<file path="config.mk">
export PLATFORM = sky130hd
export DESIGN_NAME = cfmm_ram
export DESIGN_NICKNAME = d
export VERILOG_FILES = /design/src/rtl/cfmm_ram.sv
export SDC_FILE = /design/constraint.sdc
export NUM_CORES = 2
export LEC_CHECK = 0
export ABC_CLOCK_PERIOD_IN_PS = 3840
export BUFFER_PORTS_ARGS = -buffer_cell sky130_fd_sc_hd__buf_2
export CORE_AREA = 2 2 502 504
export CTS_CLUSTER_DIAMETER = 60
export DETAILED_ROUTE_END_ITERATION = 8
export DIE_AREA = 0 0 504 506
export PLACE_DENSITY = 0.79
export SLEW_MARGIN = 20
export SYNTH_ARGS = -nofsm -noshare
export SYNTH_HDL_FRONTEND = slang
export SYNTH_SLANG_ARGS = --single-unit
</file>
<file path="constraint.sdc">
create_clock -name clock -period 3.84 [get_ports clock]
set_input_delay 0.192 -clock clock [delete_from_list [all_inputs] [get_ports clock]]
set_output_delay 0.192 -clock clock [all_outputs]
set_load 0.02 [all_outputs]
</file>
<file path="src/rtl/cfmm_ram.sv">
`timescale 1ns / 1ps
// ----------------------------------------------------------------------------
// cfmm_ram: generic single-port-write, single-port-read RAM
// One write and one registered read per cycle; contents undefined at reset.
// ----------------------------------------------------------------------------
module cfmm_ram #(
   parameter int WIDTH = 32,
   parameter int DEPTH = 128
) (
   input  logic                     clock,
   input  logic                     wr_en,
   input  logic [$clog2(DEPTH)-1:0] wr_addr,
   input  logic [WIDTH-1:0]         wr_data,
   input  logic [$clog2(DEPTH)-1:0] rd_addr,
   output logic [WIDTH-1:0]         rd_data
);

   logic [WIDTH-1:0] mem_ff [DEPTH];
   logic [WIDTH-1:0] rd_data_ff;

   // write port
   always_ff @(posedge clock) begin
      if (wr_en) begin
         mem_ff[wr_addr] <= wr_data;
      end
   end

   // registered read port
   always_ff @(posedge clock) begin
      rd_data_ff <= mem_ff[rd_addr];
   end

   assign rd_data = rd_data_ff;

endmodule

</file>
After elaboration in Yosys (flattened, before gate mapping). Memory sizes are Yosys's and may differ from the RTL's. A register that Yosys moved wholly into a read port is not among the register bits. Index checks and enable logic that the tools add are counted.

Word-level logic and storage cells: 3. Memory bits (read-only): 0. Register bits after elaboration: 0. Latch bits: 0. Bits of input ports: 48. RAM bits: 4096. Memories: 1.

Memory list: mem_ff (depth 128, bits a word 32, rd ports 1, clocked after Yosys merged registers in 1, write ports 1, line 18) `logic [WIDTH-1:0] mem_ff [DEPTH];`.

$lt $le $gt $ge: 0. Mux-type cells: 2. Bitwise gates (word level): 0. Equal/unequal tests: 0. Divide/modulo/power cells: 0. $mul: 0. Shifts and indexed selects: 0. $add $sub $neg: 0. Reduce and logical (&&, ||, !) cells: 0.

Operators with widths (count): $mux W1 (2).

Logic depth before layout (Yosys ltp).
Word-level depth: 2. Gate-level depth with buffers: 8. Mapped depth without buffers: 4.

Least setup slack after synthesis. OpenSTA, ideal clock, no wires.

Path type: input to register. From: in wr_en. To: mem mem_ff[98][0], enable pin. Data required time: 3.379 ns. Library setup time: 0.461 ns. Cell stages on the path: 3. Arrival: 2.970 ns. Path slack: 0.409 ns. Path through: clkbuf_1 -> nand4_1 -> nor3_1.

Longest elaborated chain between the ends: 2.

RTL lines: from (decl) (line 11) `input logic wr_en,`; $mux W1 (line 23) `if (wr_en) begin`; $mux W1 (implied by the code) (line 24) `mem_ff[wr_addr] <= wr_data;`; to (decl) (line 18).

No other way between the ends.

==> impl_metrics.ini <==
[outcome]
outcome = finished clean

[flow_run]
cap_violations = 0

[critical_path]
critical_path_class = register to register
critPathSlowestCell = mux4_2
critPathLaunchType = register
worstPathMaxFanout = 1
crit_top_cell = mux4_2
critPathBufInv = 0
critPathRequiredTime_ns = 4.70
r2r-start = mem_ff[117][16]
critical_path.max_stage_delay_ns = 0.72
cp_cell_sequence = mux4_2 -> mux4_2 -> mux4_2 -> mux2_2
crit_family = multiplexers
crit_path_start = mem_ff[117][16]
end_kind = register
cp.arrival_ns = 3.70

[sta]
fin_skew_ns = 0.0733
tightest_slew_ns = 1.25
setup_tns_ns = 0
finalSetupViolCount = 0
clock.fmax_mhz = 352
rsz0062_at_grt = no
hold_viol_final = 0
period_minus_slack_ns = 2.84
drv_slew = 0
period_share_pct = 73.9
relSlewSlack_pct = 16.4

[cts]
clk_latency_ns = 1.00
ctsResizeCount = 0
numCtsBuffers = 398
cts_tree = built
cts_hold_buf = 32
root_buffer = clkbuf_16
clk_path_buf_depth = 4
htree_levels = 5
cts_setup_buffers = 0
clk_pin_slew_worst_paths_ns = 0.07
clock_sinks = 4128

[die]
die_x_um = 504
die_h_um = 506
die_area_mm2 = 0.255
std_cell_rows = 184
io_pins = 80
core_area_mm2 = 0.250
start_util_pct = 62.5

[cells_and_area]
fillCellCount = 12600
finalNetCount = 6589
area_growth_pct = 13.7
drive_gt1_share_pct = 36.5
final_common_cell = edfxtp_1
final_util_pct = 71.1
finalNonFillerCells = 10200
mostFrequentLayoutCells = edfxtp_1, mux4_2, clkbuf_16, buf_4, nor2_4

[route]
vias_per_cell = 7.73
drtIter0Drc = 17700
firstDrtPassIters = 9
postRouteAntennaNets = 0
route.detailed.wl_per_inst_um = 48.3
drc = 0
num_vias = 79200
finalWirelength_mm = 495

[logic_synthesis]
yosysUniqueCellTypes = 17
ys_seq_area_share_pct = 79.1
syn_inst = 5990
synth_area_mm2 = 0.156
ys.warnings.count = 0
ys_seq_elements = 4128
syn-num-nets = 6038
syn_avg_cell_area_um2 = 26.1

[grt]
grt_usage_pct = 39.1
grt_max_degree = 129
grt_pass1_vias = 78700
grt_overflow_total = 0
grt_pass1_wl_mm = 672
antenna_found_initial = 84

[power]
p_leak_uw = 0.0548
peakVddDrop_uv = 569
p_per_area_mw_per_mm2 = 534

[placed_design]
dpl.hpwl_mm = 241
port_buffers = 79
gp_congestion = 0.907
dp.cells = 9455

[min_path]
hp-start = rd_addr[5]
min_path_type = input port to register
==> kinds of logic after synthesis <==
| kind of cell | count (synthesis) | synth area share, % |
|---|---|---|
| DFF | 4128 | 79.1 |
| muxes | 1376 | 19.6 |
| and+or+nand+nor | 170 | 0.446 |
| buffers and inverters | 316 | 0.839 |
==> synthesized netlist by cell type <==
master	count	share of area (%)
nor2b_1	7	0.028
nand2_1	14	0.034
mux4_2	1344	19
clkbuf_1	182	0.44
nor3_1	9	0.029
or3_1	1	0.0040
dfxtp_1	32	0.41
buf_1	50	0.12
mux2_2	32	0.23
edfxtp_1	4096	79
nand2b_1	2	0.0080
buf_2	79	0.25
nand3_1	12	0.038
nor2_1	122	0.29
buf_4	3	0.014
nand4_1	3	0.012
buf_6	2	0.014
==> cell type report <==
type / instances / area (um^2) / share of cell area (%)
antenna: 49 / 123 / 0.0690
tap: 3348 / 4190 / 2.36
clock buffer: 487 / 10500 / 5.90
timing repair buffer: 467 / 4880 / 2.75
multi-input combinational: 1546 / 32300 / 18.2
sequential: 4128 / 124000 / 69.6
clock inverter: 220 / 2070 / 1.17
==> power breakdown <==
part           internal [uW]  total, uW  switching [uW]  leakage (uW)
combinational           1970       5480            3510        0.0116
clock                  21800      39300           17500       0.00614
sequential             49700      50000             278        0.0371
==> final timing paths <==
| path | end | slack [ns] | cells after the start |
|---|---|---|---|
| max reg2reg | rd_data[16] | 1.00 | 4 |
| min | rd_data[12] | 0.1 | 2 |
| min reg2reg | rd_data[24] | 1.17 | 4 |
| max | rd_data[16] | 1.00 | 4 |
==> flip-flops by register name, indices dropped and copies added (netlist names) <==
name	flops
mem_ff	4096
rd_data	32
==> routing by layer <==
metal  up-vias  routed length [um]  track usage (%)
met3      2040               72900             10.9
met5         -                 811             1.76
met1     40600              140000             48.1
li1      27500                   -                -
met4        56               46200             28.8
met2      8939              235000             60.3
==> stage by stage <==
step | total power (uW) | setup WS (ns) | cell area, um^2 | hold slack, ns
3_5_place_dp | 55900 | 0.372 | 165000 | 0.433
6_report | 94800 | 1.00 | 178000 | 0.0978
5_1_grt | 96100 | 1.03 | 178000 | 0.0498
4_1_cts | 94400 | 1.03 | 177000 | 0.00439
2_1_floorplan | 53200 | 0.409 | 156000 | 0.291
3_3_place_gp | 55800 | 0.420 | 165000 | 0.432
Note: power is estimated with default switching activity, not from simulation.
