===== src/rtl/cfmm_pkg.sv =====
`timescale 1ns / 1ps
// ----------------------------------------------------------------------------
// cfmm_pkg: shared types and codes for the circular FIFO with min/max scan
// Operation and status codes, and the control bundle that drives the
// compare unit.
// ----------------------------------------------------------------------------
package cfmm_pkg;

   localparam int WORD_W   = 32;
   localparam int KIND_W   = 2;
   localparam int STATUS_W = 2;
   localparam int COUNT_W  = 8;

   // operation codes
   localparam logic [KIND_W-1:0] KIND_PUSH = 2'd0;
   localparam logic [KIND_W-1:0] KIND_POP  = 2'd1;
   localparam logic [KIND_W-1:0] KIND_SCAN = 2'd2;

   // result status codes
   localparam logic [STATUS_W-1:0] STATUS_DONE  = 2'd0;
   localparam logic [STATUS_W-1:0] STATUS_FULL  = 2'd1;
   localparam logic [STATUS_W-1:0] STATUS_EMPTY = 2'd2;

   // head value reported for an empty queue
   localparam logic [WORD_W-1:0] EMPTY_HEAD = '1;

   // control for the compare unit
   typedef struct packed {
      logic en;     // a read word is present this cycle
      logic first;  // word is the first of the scan: load, do not compare
   } mm_ctrl_type;

endpackage


===== src/rtl/cfmm_minmax.sv =====
`timescale 1ns / 1ps
// ----------------------------------------------------------------------------
// cfmm_minmax: running largest/smallest compare unit
// Takes one word per enabled cycle and keeps the signed extremes seen.
// ----------------------------------------------------------------------------
module cfmm_minmax (
   input  logic                                clock,
   input  cfmm_pkg::mm_ctrl_type               ctrl,
   input  logic signed [cfmm_pkg::WORD_W-1:0]  data,
   output logic signed [cfmm_pkg::WORD_W-1:0]  largest,
   output logic signed [cfmm_pkg::WORD_W-1:0]  smallest
);
   import cfmm_pkg::*;

   logic signed [WORD_W-1:0] largest_ff;
   logic signed [WORD_W-1:0] smallest_ff;
   logic signed [WORD_W-1:0] largest_in;
   logic signed [WORD_W-1:0] smallest_in;

   // load on the first word, otherwise keep the extremes
   always_comb begin
      largest_in  = largest_ff;
      smallest_in = smallest_ff;
      if (ctrl.en) begin
         if (ctrl.first) begin
            largest_in  = data;
            smallest_in = data;
         end else begin
            if (data > largest_ff) begin
               largest_in = data;
            end
            if (data < smallest_ff) begin
               smallest_in = data;
            end
         end
      end
   end

   always_ff @(posedge clock) begin
      largest_ff  <= largest_in;
      smallest_ff <= smallest_in;
   end

   assign largest  = largest_ff;
   assign smallest = smallest_ff;

endmodule


===== config.mk =====
export PLATFORM = sky130hd
export DESIGN_NAME = cfmm_minmax
export DESIGN_NICKNAME = d
export VERILOG_FILES = /design/src/rtl/cfmm_pkg.sv /design/src/rtl/cfmm_minmax.sv
export SDC_FILE = /design/constraint.sdc
export NUM_CORES = 1
export LEC_CHECK = 0
export BUFFER_PORTS_ARGS = -buffer_cell sky130_fd_sc_hd__buf_2
export CORE_MARGIN = 1.5
export CORE_UTILIZATION = 48
export CTS_CLUSTER_DIAMETER = 100
export DETAILED_ROUTE_END_ITERATION = 8
export GPL_ROUTABILITY_DRIVEN = 1
export PLACE_DENSITY = 0.78
export SETUP_SLACK_MARGIN = 0.1
export SKIP_CTS_REPAIR_TIMING = 1
export SYNTH_ARGS = -nofsm -noshare
export SYNTH_HDL_FRONTEND = slang
export SYNTH_SLANG_ARGS = --single-unit

===== constraint.sdc =====
create_clock -name clock -period 5.7 [get_ports clock]
set_input_delay 0.285 -clock clock [delete_from_list [all_inputs] [get_ports clock]]
set_output_delay 0.285 -clock clock [all_outputs]
set_load 0.02 [all_outputs]

### Word level (Yosys, flattened, before mapping)

Index checks and enable logic that the tools add are counted.
W data, S select, Z words.

| operators by class | value |
|---|---|
| reduce and logical (&&, ||, !) cells | 4 |
| magnitude comparators | 2 |
| mux-type cells | 4 |

Operators by type and width:

| kind | count |
|---|---|
| $mux W32 | 4 |
| $gt A32 B32 Y1 | 1 |
| $lt A32 B32 Y1 | 1 |
| $reduce_and A2 Y1 | 2 |
| $reduce_bool A2 Y1 | 2 |

| word-level totals | value |
|---|---|
| flip-flop bits (word level) | 64 |
| word-level logic and storage cells | 12 |
| output and inout bits | 64 |
| input bits | 35 |

### Logic depth before layout (Yosys ltp)

| depth | value |
|---|---|
| word-level depth | 3 |
| gate-level depth with buffers | 9 |
| mapped depth without buffers | 9 |

### Worst setup path before layout

No wires, ideal clock.

| timing path | value |
|---|---|
| kind | register to register |
| start point | reg largest_ff[31] (netlist: largest[31]) |
| end point | reg largest_ff[0] (netlist: largest[0]) (enable) |
| buffers on the path | 0 |
| stages on the path, launching flop included | 9 |
| library setup time | 470 ps |
| arrival | 4,160 ps |
| path slack | 1,070 ps |
| clock period less this slack | 4,630 ps |
| required time | 5,230 ps |
| path through | edfxtp_1 inv_1 ha_1 nand4_1 nor4_1 nand4_1 nor3_1 nor4_1 a211oi_1 |

| between the ends | value |
|---|---|
| longest elaborated chain between the ends | 3 |

RTL lines:

| item | line | RTL |
|---|---|---|
| start: declaration | cfmm_minmax.sv:15 | `logic signed [WORD_W-1:0] largest_ff;` |
| start signal: assignment | cfmm_minmax.sv:40 | `largest_ff <= largest_in;` |
| $gt A32 B32 Y1 | cfmm_minmax.sv:29 | `if (data > largest_ff) begin` |
| $reduce_bool A2 Y1 (no line) | - |  |
| $reduce_and A2 Y1 (no line) | - |  |

No other way between the ends.
A chain may end at the register's enable or synchronous reset.

### Worst setup path after layout

| timing path | value |
|---|---|
| start point | reg largest_ff[31] (netlist: largest[31]) |
| end point | reg largest_ff[1] (netlist: largest[1]) (enable) |

Same word-level chain as after synthesis.

==> results_dict.tcl <==
set metrics [dict create \
    ys.flop_type "edfxtp_1" \
    synth_seq_cells 64 \
    final_area_um2 4400 \
    numCtsBuffers 9 \
    arrival_ns 3.34 \
    finalNetCount 498 \
    slowest_delay_ns 0.82 \
    ys_types 28 \
    antenna_found_initial 0 \
    drcViolationCount 0 \
    timing.rr.start "largest[31]$_DFFE_PP_" \
    final.setup.tns_ns 0 \
    avgSynthCellArea_um2 12.3 \
    finalCriticalPeriod_ns 3.31 \
    max_freq_ghz 0.302 \
    initial_core_util_pct 49.4 \
    dr.first_iter.drc_count 140 \
    cp-end-kind "flip-flop" \
    worstRegToRegCells 9 \
    crit_path_end "largest[1]$_DFFE_PP_" \
    dr_total_vias 2609 \
    postSynthCellCount 289 \
    timing.rr.end "largest[1]$_DFFE_PP_" \
    ios 99 \
    die_h_um 89.1 \
    drive_above_1_share_pct 28.7 \
    path_max_fanout 18 \
    syn-cell-area_um2 3560 \
    crit_path_start "largest[31]$_DFFE_PP_" \
    std_cell_rows 31 \
    clockRootBuffer "clkbuf_8" \
    synth_most_common_cell "inv_1" \
    postRouteAntennaNets 0 \
    placed_area_um2 4200 \
    cts_sinks 64 \
    yosysTopAreaCell "edfxtp_1" \
    hp-class "in -> reg" \
    wl_per_cell_um 15.6 \
    power.switching_uw 366 \
    htree_levels 3 \
    core-area_um2 7210 \
    synth_common_cells "65 x inv_1, 64 x edfxtp_1, 63 x ha_1, 19 x a21oi_1, 13 x a21o_1" \
    final-hold-violation-count 0 \
    combinationalPowerShare_pct 21.4 \
    p_int_uw 910 \
    antenna_cells 0 \
    relSlewSlack_pct 35.6 \
    crit_type "reg -> reg" \
    synth_top_area_share_pct 54.0 \
    ys_warn_count 0 \
    clockBufferDepth 2 \
    grt_pass1_vias 2468 \
    ir_worst_vdd_mv 0.166 \
    syn_nets 387 \
    tightestPinTransition_ns 0.963 \
    slowest_stage "a211oi_4" \
    finalWirelength_um 7870 \
    async_flop_share_pct 0 \
    seqPwrFrac_pct 46.3 \
    pwr_density_cell_nw_per_um2 290 \
    track_usage_pct 21.0 \
    p_leak_uw 0.00218 \
    via_per_inst 5.19 \
    grt-ovfl-total 0 \
    cts_tree "built" \
    rsz0062_at_grt "false" \
    grt_pass1_wl_um 12000 \
    swShare_pct 28.7 \
    first_pass_iters 4 \
    dp_hpwl_um 6120 \
    crit_chain "inv_1 > ha_1 > nand4_1 > nor4_1 > nand4_1 > nor3_1 > nor4_1 > a211oi_4 > buf_4" \
    path_clk_slew_ns 0.08 \
    clkPwrFrac_pct 32.3 \
    status "finished, final reports clean" \
    grt_max_degree 19 \
    yosysSeqAreaShare_pct 54.0 \
    synth-edff-count 64 \
    setup_violations 0 \
    gp_congestion 0.821 \
    drv_slew 0 \
    regToRegSetupSlack_ns 2.39 \
    die_area_um2 7940 \
    cap_violations 0 \
    startpoint_type "flip-flop" \
    crit_required_ns 5.74 \
    fin_crit_sh_pct 58.0 \
    clkLatencyLatePin_ns 0.35 \
    die_w_um 89.1 \
    yosys-top-cells-area "edfxtp_1 54%, ha_1 22%, inv_1 6.9%" \
    fin_skew_ns 0.0111 \
    area_growth_pct 23.6 \
    io_buffers 98 \
]
## routing by layer
layer | GRT usage [%] | vias up | share of wire, %
met5 | 0 | - | 0
met4 | 11.0 | 0 | 2.3
met3 | 3.97 | 14 | 4.0
met2 | 34.8 | 72 | 50
met1 | 26.1 | 1255 | 44
li1 | - | 1268 | -
## critical path: cells and delay by family (launching register included)
family / cells / cell delay (ns)
and+or+nand+nor: 5 / 1.05
buffers and inverters: 2 / 0.45
DFF: 1 / 0.35
AOI/OAI and AO/OA: 1 / 0.82
adders and majority gates: 1 / 0.33
## cell usage in the layout (no fill, tap or decap), types with 2 or more instances in the layout
| cell | n |
|---|---|
| buf_2 | 98 |
| inv_1 | 65 |
| edfxtp_1 | 64 |
| ha_1 | 63 |
| a21oi_1 | 19 |
| a21o_1 | 13 |
| nand4_1 | 11 |
| clkbuf_8 | 9 |
| nor2_1 | 8 |
| nand3_1 | 8 |
| nand2_1 | 8 |
| o21ai_0 | 4 |
| nor4_1 | 3 |
| a211oi_1 | 3 |
| a221o_1 | 2 |
| nor3_1 | 2 |
| o21a_1 | 2 |
| clkinv_1 | 2 |
| bufinv_16 | 2 |
| buf_4 | 2 |
## sequential cells by signal (all words and copies together) (netlist names)
| register | count |
|---|---|
| smallest | 32 |
| largest | 32 |
## stage by stage
step	util [%]	std cells	hold WS (ns)	power [µW]	setup slack, ns
after floorplan	-	289	0.384	769	1.07
after global placement	58.3	488	0.511	862	2.39
after detailed placement	58.3	488	0.515	873	2.31
after CTS	61.0	503	0.145	1280	2.35
after global routing	61.0	503	0.151	1340	2.18
final	61.0	503	0.150	1280	2.39
## worst min-delay path by stage
stage / startpoint / end / slack (ns) / cells after the start
2_1_floorplan: data[0] / largest[0]$_DFFE_PP_ / 0.38 / 0
3_3_place_gp: data[1] / largest[1]$_DFFE_PP_ / 0.51 / 1
3_5_place_dp: data[0] / largest[0]$_DFFE_PP_ / 0.52 / 1
4_1_cts: data[25] / largest[25]$_DFFE_PP_ / 0.15 / 1
5_1_grt: data[25] / smallest[25]$_DFFE_PP_ / 0.15 / 1
6_report: data[25] / smallest[25]$_DFFE_PP_ / 0.15 / 1
## cell families (layout without fill, tap and decap cells)
group	after synthesis	in the layout	synth area share (%)
compound gates	50	50	9.84
xor+xnor	1	1	0.246
fa+ha+maj	63	63	22.1
buf+inv	65	180	6.85
flops	64	64	54.0
simple gates	46	46	6.96
## cell type report
type / instances / area (µm²)
fill: 588 / 2810
timing repair buffer: 100 / 505
clock buffer: 10 / 128
inverter: 65 / 244
clock inverter: 5 / 72.6
multi-input combinational: 160 / 1410
tap: 99 / 124
sequential: 64 / 1920
## power by group through the flow
| stage | registers, µW | clock network [µW] | logic, µW |
|---|---|---|---|
| 2_1_floorplan | 648 | 0 | 121 |
| 3_3_place_gp | 600 | 0 | 262 |
| 3_5_place_dp | 601 | 0 | 272 |
| 4_1_cts | 591 | 418 | 275 |
| 5_1_grt | 596 | 438 | 305 |
| 6_report | 591 | 412 | 273 |
No activity file was read; power rests on OpenSTA's default activity.
